==> config.mk <==
export PLATFORM = sky130hd
export DESIGN_NAME = frame_bitmap_allocator_unit_flat
export DESIGN_NICKNAME = d
export VERILOG_FILES = /design/src/hw/rtl/fba_pkg.sv /design/src/hw/rtl/fba_req_if.sv /design/src/hw/rtl/fba_rsp_if.sv /design/src/hw/rtl/fba_ram.sv /design/src/hw/rtl/fba_ctrl.sv /design/src/hw/rtl/fba_dp.sv /design/src/hw/rtl/frame_bitmap_allocator_unit.sv /design/src/flat_wrapper.sv
export VERILOG_INCLUDE_DIRS = /design/src /design/src/hw/rtl
export SDC_FILE = /design/constraint.sdc
export NUM_CORES = 1
export LEC_CHECK = 0
export BUFFER_PORTS_ARGS = -buffer_cell sky130_fd_sc_hd__buf_2
export CAP_MARGIN = 25
export CORE_ASPECT_RATIO = 0.5
export CORE_MARGIN = 1
export CORE_UTILIZATION = 55
export DETAILED_ROUTE_END_ITERATION = 10
export HOLD_SLACK_MARGIN = 0.12
export PLACE_DENSITY = 0.73
export SYNTH_ARGS = -nofsm -noshare
export SYNTH_HDL_FRONTEND = slang
export SYNTH_SLANG_ARGS = --single-unit
==> constraint.sdc <==
create_clock -name clock -period 3.9 [get_ports clock]
set_clock_uncertainty 0.1 [all_clocks]
set_input_delay 0.39 -clock clock [delete_from_list [all_inputs] [get_ports clock]]
set_output_delay 0.39 -clock clock [all_outputs]
set_load 0.02 [all_outputs]
==> src/hw/rtl/frame_bitmap_allocator_unit_assert.svh <==
// Assertion macros for the frame bitmap allocator.
`ifndef FRAME_BITMAP_ALLOCATOR_UNIT_ASSERT_SVH
`define FRAME_BITMAP_ALLOCATOR_UNIT_ASSERT_SVH
`ifndef NO_ASSERTIONS
`define FBA_ASSERT(lbl, clk, rst, prop) \
   lbl: assert property (@(posedge clk) disable iff (rst) prop) \
      else $error("frame allocator check failed");
`define FBA_ASSERT_ON(lbl, clk, prop) \
   lbl: assert property (@(posedge clk) prop) \
      else $error("frame allocator check failed");
`else
`define FBA_ASSERT(lbl, clk, rst, prop)
`define FBA_ASSERT_ON(lbl, clk, prop)
`endif
`endif

==> src/hw/rtl/fba_pkg.sv <==
`timescale 1ns / 1ps
package fba_pkg;

   localparam int FRAME_COUNT_DEFAULT = 8;
   localparam int PAGE_SLOTS_DEFAULT  = 10;

   localparam int OPERATION_W    = 1;
   localparam int PAGE_COUNT_W   = 4;
   localparam int STATUS_W       = 2;
   localparam int PAGE_INDEX_W   = 4;
   localparam int FRAME_NUMBER_W = 3;
   localparam int CMP_W          = 7;

   localparam logic [OPERATION_W-1:0] OP_FREE = 1'b1;

   localparam logic [STATUS_W-1:0] ST_OK       = 2'd0;
   localparam logic [STATUS_W-1:0] ST_NO_ROOM  = 2'd1;
   localparam logic [STATUS_W-1:0] ST_NOT_HELD = 2'd2;

   typedef struct packed {
      logic                latch;
      logic                alloc_start;
      logic                skip;
      logic                take;
      logic                free_start;
      logic                rd;
      logic                clear;
      logic                end_free;
      logic                report;
      logic [STATUS_W-1:0] report_status;
   } dp_cmd_type;

   typedef struct packed {
      logic is_free;
      logic too_big;
      logic count_zero;
      logic holds;
      logic held_zero;
      logic bit_free;
      logic page_last;
      logic free_last;
      logic out_free;
   } dp_sts_type;

endpackage

==> src/hw/rtl/fba_req_if.sv <==
`timescale 1ns / 1ps
interface fba_req_if;
   import fba_pkg::*;

   logic                    valid;
   logic                    ready;
   logic [OPERATION_W-1:0]  operation;
   logic [PAGE_COUNT_W-1:0] page_count;

   modport source (output valid, output operation, output page_count, input ready);
   modport sink (input valid, input operation, input page_count, output ready);
endinterface

==> src/hw/rtl/fba_rsp_if.sv <==
`timescale 1ns / 1ps
interface fba_rsp_if;
   import fba_pkg::*;

   logic                      valid;
   logic                      ready;
   logic [STATUS_W-1:0]       status;
   logic                      frame_valid;
   logic [PAGE_INDEX_W-1:0]   page_index;
   logic [FRAME_NUMBER_W-1:0] frame_number;
   logic                      last;

   modport source (output valid, output status, output frame_valid, output page_index,
                   output frame_number, output last, input ready);
   modport sink (input valid, input status, input frame_valid, input page_index,
                 input frame_number, input last, output ready);
endinterface

==> src/hw/rtl/fba_ram.sv <==
`timescale 1ns / 1ps
module fba_ram #(
   parameter int  WIDTH  = 1,
   parameter int  DEPTH  = 2,
   localparam int ADDR_W = (DEPTH > 1) ? $clog2(DEPTH) : 1
) (
   input  logic              clock,
   input  logic              wr_en,
   input  logic [ADDR_W-1:0] wr_addr,
   input  logic [WIDTH-1:0]  wr_data,
   input  logic              rd_en,
   input  logic [ADDR_W-1:0] rd_addr,
   output logic [WIDTH-1:0]  rd_data
);

   logic [WIDTH-1:0] mem [DEPTH];
   logic [WIDTH-1:0] rd_data_ff;

   always_ff @(posedge clock) begin
      if (wr_en) begin
         mem[wr_addr] <= wr_data;
      end
      if (rd_en) begin
         rd_data_ff <= mem[rd_addr];
      end
   end

   assign rd_data = rd_data_ff;

endmodule

==> src/hw/rtl/fba_ctrl.sv <==
`timescale 1ns / 1ps
module fba_ctrl (
   input  logic                clock,
   input  logic                reset,
   input  logic                req_valid,
   output logic                req_ready,
   input  fba_pkg::dp_sts_type sts,
   output fba_pkg::dp_cmd_type cmd
);
   import fba_pkg::*;

   localparam logic [2:0] S_IDLE    = 3'd0;
   localparam logic [2:0] S_CHECK   = 3'd1;
   localparam logic [2:0] S_SCAN    = 3'd2;
   localparam logic [2:0] S_FREE_RD = 3'd3;
   localparam logic [2:0] S_FREE_WR = 3'd4;
   localparam logic [2:0] S_REPORT  = 3'd5;

   logic [2:0]          state_ff, state_in;
   logic [STATUS_W-1:0] code_ff, code_in;

   always_ff @(posedge clock) begin
      if (reset) begin
         state_ff <= S_IDLE;
      end else begin
         state_ff <= state_in;
      end
      code_ff <= code_in;
   end

   always_comb begin
      state_in          = state_ff;
      code_in           = code_ff;
      cmd               = '0;
      cmd.report_status = code_ff;
      req_ready         = 1'b0;
      unique case (state_ff)
         S_IDLE: begin
            req_ready = 1'b1;
            if (req_valid) begin
               cmd.latch = 1'b1;
               state_in  = S_CHECK;
            end
         end
         S_CHECK: begin
            if (sts.is_free) begin
               if (!sts.holds) begin
                  code_in  = ST_NOT_HELD;
                  state_in = S_REPORT;
               end else if (sts.held_zero) begin
                  cmd.end_free = 1'b1;
                  code_in      = ST_OK;
                  state_in     = S_REPORT;
               end else begin
                  cmd.free_start = 1'b1;
                  state_in       = S_FREE_RD;
               end
            end else if (sts.too_big) begin
               code_in  = ST_NO_ROOM;
               state_in = S_REPORT;
            end else begin
               cmd.alloc_start = 1'b1;
               if (sts.count_zero) begin
                  code_in  = ST_OK;
                  state_in = S_REPORT;
               end else begin
                  state_in = S_SCAN;
               end
            end
         end
         S_SCAN: begin
            if (!sts.bit_free) begin
               cmd.skip = 1'b1;
            end else if (sts.out_free) begin
               cmd.take = 1'b1;
               if (sts.page_last) begin
                  state_in = S_IDLE;
               end
            end
         end
         S_FREE_RD: begin
            cmd.rd   = 1'b1;
            state_in = S_FREE_WR;
         end
         S_FREE_WR: begin
            cmd.clear = 1'b1;
            if (sts.free_last) begin
               cmd.end_free = 1'b1;
               code_in      = ST_OK;
               state_in     = S_REPORT;
            end else begin
               state_in = S_FREE_RD;
            end
         end
         S_REPORT: begin
            if (sts.out_free) begin
               cmd.report = 1'b1;
               state_in   = S_IDLE;
            end
         end
         default: begin
            state_in = S_IDLE;
         end
      endcase
   end

endmodule

==> src/hw/rtl/fba_dp.sv <==
`timescale 1ns / 1ps
`include "frame_bitmap_allocator_unit_assert.svh"
module fba_dp #(
   parameter int FRAME_COUNT = fba_pkg::FRAME_COUNT_DEFAULT,
   parameter int PAGE_SLOTS  = fba_pkg::PAGE_SLOTS_DEFAULT
) (
   input  logic                                clock,
   input  logic                                reset,
   input  logic [fba_pkg::OPERATION_W-1:0]     req_operation,
   input  logic [fba_pkg::PAGE_COUNT_W-1:0]    req_page_count,
   input  fba_pkg::dp_cmd_type                 cmd,
   output fba_pkg::dp_sts_type                 sts,
   input  logic                                rsp_ready,
   output logic                                rsp_valid,
   output logic [fba_pkg::STATUS_W-1:0]        rsp_status,
   output logic                                rsp_frame_valid,
   output logic [fba_pkg::PAGE_INDEX_W-1:0]    rsp_page_index,
   output logic [fba_pkg::FRAME_NUMBER_W-1:0]  rsp_frame_number,
   output logic                                rsp_last
);
   import fba_pkg::*;

   localparam int FW  = $clog2(FRAME_COUNT);
   localparam int FCW = $clog2(FRAME_COUNT + 1);
   localparam int AW  = (PAGE_SLOTS > 1) ? $clog2(PAGE_SLOTS) : 1;

   logic [OPERATION_W-1:0]    op_ff;
   logic [PAGE_COUNT_W-1:0]   count_ff;
   logic [PAGE_COUNT_W-1:0]   held_ff, held_in;
   logic                      holds_ff, holds_in;
   logic [FW-1:0]             ptr_ff, ptr_in;
   logic [PAGE_INDEX_W-1:0]   page_ff, page_in;
   logic [PAGE_COUNT_W-1:0]   idx_ff, idx_in;
   logic [FRAME_COUNT-1:0]    in_use_ff, in_use_in;
   logic [FCW-1:0]            free_cnt_ff, free_cnt_in;
   logic                      rsp_valid_ff, rsp_valid_in;
   logic [STATUS_W-1:0]       rsp_status_ff;
   logic                      rsp_fvalid_ff;
   logic [PAGE_INDEX_W-1:0]   rsp_page_ff;
   logic [FRAME_NUMBER_W-1:0] rsp_frame_ff;
   logic                      rsp_last_ff;

   logic [FW-1:0] rd_frame;
   logic          rd_ok;
   logic          clear_hit;
   logic          push;

   fba_ram #(
      .WIDTH (FW),
      .DEPTH (PAGE_SLOTS)
   ) u_slot_ram (
      .clock   (clock),
      .wr_en   (cmd.take),
      .wr_addr (AW'(page_ff)),
      .wr_data (ptr_ff),
      .rd_en   (cmd.rd),
      .rd_addr (AW'(idx_ff)),
      .rd_data (rd_frame)
   );

   assign rd_ok     = {1'b0, rd_frame} < (FW + 1)'(FRAME_COUNT);
   assign clear_hit = cmd.clear && rd_ok && in_use_ff[rd_frame];
   assign push      = cmd.take || cmd.report;

   always_comb begin
      sts.is_free    = (op_ff == OP_FREE);
      sts.too_big    = (CMP_W'(count_ff) > CMP_W'(free_cnt_ff))
                       || (CMP_W'(count_ff) > CMP_W'(PAGE_SLOTS));
      sts.count_zero = (count_ff == '0);
      sts.holds      = holds_ff;
      sts.held_zero  = (held_ff == '0);
      sts.bit_free   = !in_use_ff[ptr_ff];
      sts.page_last  = (({1'b0, page_ff} + 5'd1) == {1'b0, count_ff});
      sts.free_last  = (({1'b0, idx_ff} + 5'd1) == {1'b0, held_ff});
      sts.out_free   = !rsp_valid_ff || rsp_ready;
   end

   always_comb begin
      held_in     = held_ff;
      holds_in    = holds_ff;
      ptr_in      = ptr_ff;
      page_in     = page_ff;
      idx_in      = idx_ff;
      in_use_in   = in_use_ff;
      free_cnt_in = free_cnt_ff;
      if (cmd.alloc_start) begin
         held_in  = count_ff;
         holds_in = 1'b1;
         ptr_in   = '0;
         page_in  = '0;
      end
      if (cmd.skip) begin
         ptr_in = ptr_ff + 1'b1;
      end
      if (cmd.take) begin
         in_use_in[ptr_ff] = 1'b1;
         free_cnt_in       = free_cnt_ff - 1'b1;
         ptr_in            = ptr_ff + 1'b1;
         page_in           = page_ff + 1'b1;
      end
      if (cmd.free_start) begin
         idx_in = '0;
      end
      if (cmd.clear) begin
         idx_in = idx_ff + 1'b1;
      end
      if (clear_hit) begin
         in_use_in[rd_frame] = 1'b0;
         free_cnt_in         = free_cnt_ff + 1'b1;
      end
      if (cmd.end_free) begin
         holds_in = 1'b0;
      end
      rsp_valid_in = push || (rsp_valid_ff && !rsp_ready);
   end

   always_ff @(posedge clock) begin
      if (reset) begin
         held_ff      <= '0;
         holds_ff     <= 1'b0;
         in_use_ff    <= '0;
         free_cnt_ff  <= FCW'(FRAME_COUNT);
         rsp_valid_ff <= 1'b0;
      end else begin
         held_ff      <= held_in;
         holds_ff     <= holds_in;
         in_use_ff    <= in_use_in;
         free_cnt_ff  <= free_cnt_in;
         rsp_valid_ff <= rsp_valid_in;
      end
      ptr_ff  <= ptr_in;
      page_ff <= page_in;
      idx_ff  <= idx_in;
      if (cmd.latch) begin
         op_ff    <= req_operation;
         count_ff <= req_page_count;
      end
      if (cmd.take) begin
         rsp_status_ff <= ST_OK;
         rsp_fvalid_ff <= 1'b1;
         rsp_page_ff   <= page_ff;
         rsp_frame_ff  <= FRAME_NUMBER_W'(ptr_ff);
         rsp_last_ff   <= sts.page_last;
      end else if (cmd.report) begin
         rsp_status_ff <= cmd.report_status;
         rsp_fvalid_ff <= 1'b0;
         rsp_page_ff   <= '0;
         rsp_frame_ff  <= '0;
         rsp_last_ff   <= 1'b1;
      end
   end

   assign rsp_valid        = rsp_valid_ff;
   assign rsp_status       = rsp_status_ff;
   assign rsp_frame_valid  = rsp_fvalid_ff;
   assign rsp_page_index   = rsp_page_ff;
   assign rsp_frame_number = rsp_frame_ff;
   assign rsp_last         = rsp_last_ff;

   `FBA_ASSERT(a_free_count, clock, reset, free_cnt_ff == FCW'(FRAME_COUNT - $countones(in_use_ff)))
   `FBA_ASSERT(a_take_free_frame, clock, reset, cmd.take |-> !in_use_ff[ptr_ff])
   `FBA_ASSERT(a_no_overwrite, clock, reset, push |-> (!rsp_valid_ff || rsp_ready))
   `FBA_ASSERT_ON(a_reset_quiet, clock, $past(reset) |-> !rsp_valid_ff)

endmodule

==> src/hw/rtl/frame_bitmap_allocator_unit.sv <==
`timescale 1ns / 1ps
// channel  | role   | beat
// req_bus  | sink   | operation, page_count
// rsp_bus  | source | status, frame_valid, page_index, frame_number, last
//
// Allocate: latch, check, then scan from frame 0 up to the last frame taken, skipping
//   used frames and taking free ones, at most FRAME_COUNT frames.
// Free: latch, check, per held page a registered slot RAM read and a clear, then report.
// Reject, zero-page allocate and free of an empty table: latch, check, then report.
// Reset clears the bitmap and flags; no sweep.
// A full result register holds the controller until rsp_bus takes the beat.
module frame_bitmap_allocator_unit #(
   parameter int FRAME_COUNT = fba_pkg::FRAME_COUNT_DEFAULT,
   parameter int PAGE_SLOTS  = fba_pkg::PAGE_SLOTS_DEFAULT
) (
   input logic       clock,
   input logic       reset,
   fba_req_if.sink   req_bus,
   fba_rsp_if.source rsp_bus
);
   import fba_pkg::*;

   dp_cmd_type cmd;
   dp_sts_type sts;

   fba_ctrl u_ctrl (
      .clock     (clock),
      .reset     (reset),
      .req_valid (req_bus.valid),
      .req_ready (req_bus.ready),
      .sts       (sts),
      .cmd       (cmd)
   );

   fba_dp #(
      .FRAME_COUNT (FRAME_COUNT),
      .PAGE_SLOTS  (PAGE_SLOTS)
   ) u_dp (
      .clock            (clock),
      .reset            (reset),
      .req_operation    (req_bus.operation),
      .req_page_count   (req_bus.page_count),
      .cmd              (cmd),
      .sts              (sts),
      .rsp_ready        (rsp_bus.ready),
      .rsp_valid        (rsp_bus.valid),
      .rsp_status       (rsp_bus.status),
      .rsp_frame_valid  (rsp_bus.frame_valid),
      .rsp_page_index   (rsp_bus.page_index),
      .rsp_frame_number (rsp_bus.frame_number),
      .rsp_last         (rsp_bus.last)
   );

endmodule

==> src/flat_wrapper.sv <==
// flat-port wrapper written by rule: the top's interface ports become plain ports
module frame_bitmap_allocator_unit_flat import fba_pkg::*;
#(
   parameter int FRAME_COUNT = fba_pkg::FRAME_COUNT_DEFAULT,
   parameter int PAGE_SLOTS  = fba_pkg::PAGE_SLOTS_DEFAULT
)
  (clock, reset, req_bus_valid, req_bus_operation, req_bus_page_count, req_bus_ready, rsp_bus_valid, rsp_bus_status, rsp_bus_frame_valid, rsp_bus_page_index, rsp_bus_frame_number, rsp_bus_last, rsp_bus_ready);
  fba_req_if req_bus_i ();
  fba_rsp_if rsp_bus_i ();
  input logic clock;
  input logic reset;
  input wire logic [$bits(req_bus_i.valid)-1:0] req_bus_valid;
  input wire logic [$bits(req_bus_i.operation)-1:0] req_bus_operation;
  input wire logic [$bits(req_bus_i.page_count)-1:0] req_bus_page_count;
  output wire logic [$bits(req_bus_i.ready)-1:0] req_bus_ready;
  output wire logic [$bits(rsp_bus_i.valid)-1:0] rsp_bus_valid;
  output wire logic [$bits(rsp_bus_i.status)-1:0] rsp_bus_status;
  output wire logic [$bits(rsp_bus_i.frame_valid)-1:0] rsp_bus_frame_valid;
  output wire logic [$bits(rsp_bus_i.page_index)-1:0] rsp_bus_page_index;
  output wire logic [$bits(rsp_bus_i.frame_number)-1:0] rsp_bus_frame_number;
  output wire logic [$bits(rsp_bus_i.last)-1:0] rsp_bus_last;
  input wire logic [$bits(rsp_bus_i.ready)-1:0] rsp_bus_ready;
  assign req_bus_i.valid = req_bus_valid;
  assign req_bus_i.operation = req_bus_operation;
  assign req_bus_i.page_count = req_bus_page_count;
  assign req_bus_ready = req_bus_i.ready;
  assign rsp_bus_valid = rsp_bus_i.valid;
  assign rsp_bus_status = rsp_bus_i.status;
  assign rsp_bus_frame_valid = rsp_bus_i.frame_valid;
  assign rsp_bus_page_index = rsp_bus_i.page_index;
  assign rsp_bus_frame_number = rsp_bus_i.frame_number;
  assign rsp_bus_last = rsp_bus_i.last;
  assign rsp_bus_i.ready = rsp_bus_ready;
  frame_bitmap_allocator_unit #(.FRAME_COUNT(FRAME_COUNT), .PAGE_SLOTS(PAGE_SLOTS)) u_core (.clock(clock), .reset(reset), .req_bus(req_bus_i), .rsp_bus(rsp_bus_i));
endmodule
==> run metrics <==
total number of placement rows 21; Root Buffer Master clkbuf_16; Area contributors post-synth edfxtp_1 (44%), dfxtp_1 (12%), mux2i_1 (4.0%), mux4_2 (4.0%), ha_1 (3.8%); RSZ-0062 raised after global routing false; number of setup buffers added after CTS 0; drt total wl 7.95 mm; Die Y-Extent 62.2 µm; largest fanout on the critical path 10; Setup Crit Path Kind register to register; launch point of the worst path u_core.u_dp.u_slot_ram.rd_data[2]; total track usage 0.231; number of top-level design ports 22; total via count after detailed routing 2568; leading cell types in the layout, fill and taps excluded edfxtp_1 (59), nor2_1 (34), dfxtp_1 (24); weighted congestion reported at the end of routability-driven placement 0.832; number of fill cells 516; area share of the largest cell type after synthesis 0.445; slew at the pin closest to its max-slew limit 725 ps; final global-route overflow total 0; origin of the worst min-delay path req_bus_page_count[3]; Post-Syn Nets 349; share of layout cells above drive strength 1 0.159; Gates resized, CTS repair 0; Initial DRC Count 233; minimum clock period 2860 ps; drt drc 0; Worst Setup Slack, final 1040 ps; number of buffers added by the clock tree synthesis step 9; TritonCTS clock tree built; share of flip-flops with an asynchronous set or reset after synthesis 0; layout net count 370; required time of the critical path 4070 ps; maximum level of the CTS H-tree 3; worst-skew pair later-pin latency 340 ps; worst vdd ir 317 µV; global-route wire length before repair 12.8 mm; # port buffers 21; post-synthesis sequential element count 83; cell leakage power 1.70 nW; fmax 0.350 GHz; Final Hold Fails 0; max-slew violation count 0; FF-to-FF Start u_core.u_dp.u_slot_ram.rd_data[2]; setup violation total in the final timing report 0; kind of end point of the critical path register; average wire per standard cell 17.9 µm; count of yosys warnings during synthesis 0; Mean Syn Cell Area 12.2 µm²; worst reg-to-reg setup slack 1040 ps; Slew HR 0.504; vias in the first global route 2481; WHS Path Cells 1; Layout area overhead 11.4%; largest net degree at the start of global routing 23; diode count 0; DP HPWL 5.70 mm; portion of the clock cycle consumed by the worst path in the final layout 0.732; Clock transition at path regs 60 ps; total of max-cap violations 0; post-route setup TNS 0 ps; antenna violations before repair 0; path type of the worst min-delay path primary input to register; maximum buffer depth of the clock tree 2; sequential share of the synthesized area 0.565; library cell occupying the most area in the post-synthesis netlist edfxtp_1; final cell utilization of the core 0.649; instance count of the mapped netlist 327; hold-fix buffers at CTS 2; most frequently used flop master after synthesis edfxtp_1; end of the worst register-to-register path u_core.u_dp.free_cnt_ff[3]; kind of start point of the critical path register; standard cell core area 6830 µm²; CTS sink cnt 83; detailed-route vias per instance 5.77; number of flops mapped to enable cells by yosys 59; total standard cell area after synthesis 3980 µm²; run status finished clean; Starting Density 0.583; R2R cell count 9; Die Footprint 7610 µm²; post-route antenna net violation count 0; P per Cell Area 609 nW/µm²; Setup Slack @ Placement 1040 ps; most common cell after layout, fill and taps aside edfxtp_1; signal arrival time at the worst endpoint 3030 ps; first-pass iteration count of the detailed router 4; Die Wd 122 µm; Hold Crit Endpoint u_core.u_dp.count_ff[3]; number of unique standard cell types used by synthesis 49
-- power by group --
part / leakage (nW) / switching, mW / internal [mW]
registers: 0.735 / 0.153 / 1.11
logic: 0.829 / 0.379 / 0.271
clock network: 0.136 / 0.352 / 0.435
total: 1.70 / 0.884 / 1.82
-- per-layer routing --
| layer | up-vias | track usage | part of all wire |
|---|---|---|---|
| met5 | - | 0 | 0 |
| met2 | 56 | 0.347 | 0.45 |
| met4 | 0 | 0.0716 | 0.012 |
| met3 | 10 | 0.0653 | 0.059 |
| li1 | 1251 | - | - |
| met1 | 1251 | 0.324 | 0.48 |
-- how the worst max path moves through the flow --
stage                                             to  slack, ps
after floorplan           u_core.u_dp.free_cnt_ff[3]       1200
after global placement    u_core.u_dp.free_cnt_ff[3]       1120
after detailed placement  u_core.u_dp.free_cnt_ff[3]       1040
after CTS                 u_core.u_dp.free_cnt_ff[3]       1030
after global routing      u_core.u_dp.free_cnt_ff[3]        880
final                     u_core.u_dp.free_cnt_ff[3]       1040
-- critical path, stage by stage (launching register included) --
cell	delay, ps
edfxtp_1	510
or3b_2	480
a21oi_1	230
o31a_4	220
inv_2	70
ha_1	280
a21o_1	180
a21oi_1	260
mux2i_4	270
mux2i_1	180
-- flip-flops by register name, summed over array words and instances (netlist names), 3 cells and up --
signal	cells
u_core.u_dp.u_slot_ram.mem	30
u_core.u_dp.u_slot_ram.rd_data	3
u_core.u_ctrl.state_ff	3
u_core.u_dp.page_ff	4
u_core.u_dp.rsp_frame_number	3
u_core.u_dp.ptr_ff	3
u_core.u_dp.rsp_page_index	4
u_core.u_dp.idx_ff	4
u_core.u_dp.in_use_ff	8
u_core.u_dp.free_cnt_ff	4
u_core.u_dp.count_ff	4
u_core.u_dp.held_ff	4
-- kinds of logic (layout without fill, tap and decap cells) --
family | after synthesis | count (layout) | synth area share
buffers and inverters | 29 | 55 | 0.0358
xor gates and xnor gates | 14 | 14 | 0.0308
adders and majority gates | 13 | 13 | 0.0427
AOI/OAI and AO/OA | 50 | 50 | 0.0892
DFF | 83 | 83 | 0.565
and+or+nand+nor | 114 | 114 | 0.151
muxes | 24 | 24 | 0.0854
-- per-stage QoR --
stage | power (mW) | instance area (µm²) | hold slack, ps | std cells
floorplan | 1.75 | 3980 | 350 | 327
global placement | 1.90 | 4130 | 329 | 426
detailed placement | 1.93 | 4130 | 339 | 426
CTS | 2.71 | 4430 | 121 | 444
global route | 2.84 | 4440 | 125 | 445
finish | 2.70 | 4440 | 128 | 445
-- layout make-up --
cell class	instances	area, µm²	share of cell area
clock inverter	7	52.6	0.0118
tap	92	115	0.0259
sequential	83	2250	0.508
timing repair buffer	27	158	0.0355
multi-input combinational	215	1590	0.358
clock buffer	9	225	0.0508
inverter	12	45.0	0.0102
-- Yosys cell counts, types with 6 or more instances --
cell / instances
buf_2: 6
clkbuf_1: 6
a211oi_1: 12
nor2b_1: 6
xnor2_1: 9
nand2b_1: 6
nor2_1: 34
and2_1: 11
edfxtp_1: 59
dfxtp_1: 24
mux4_2: 7
ha_1: 12
a31oi_1: 9
inv_1: 11
and3_1: 9
a21oi_1: 9
nor3_1: 8
mux2i_1: 16
nand2_1: 17
(Power assumes the default switching activity.)
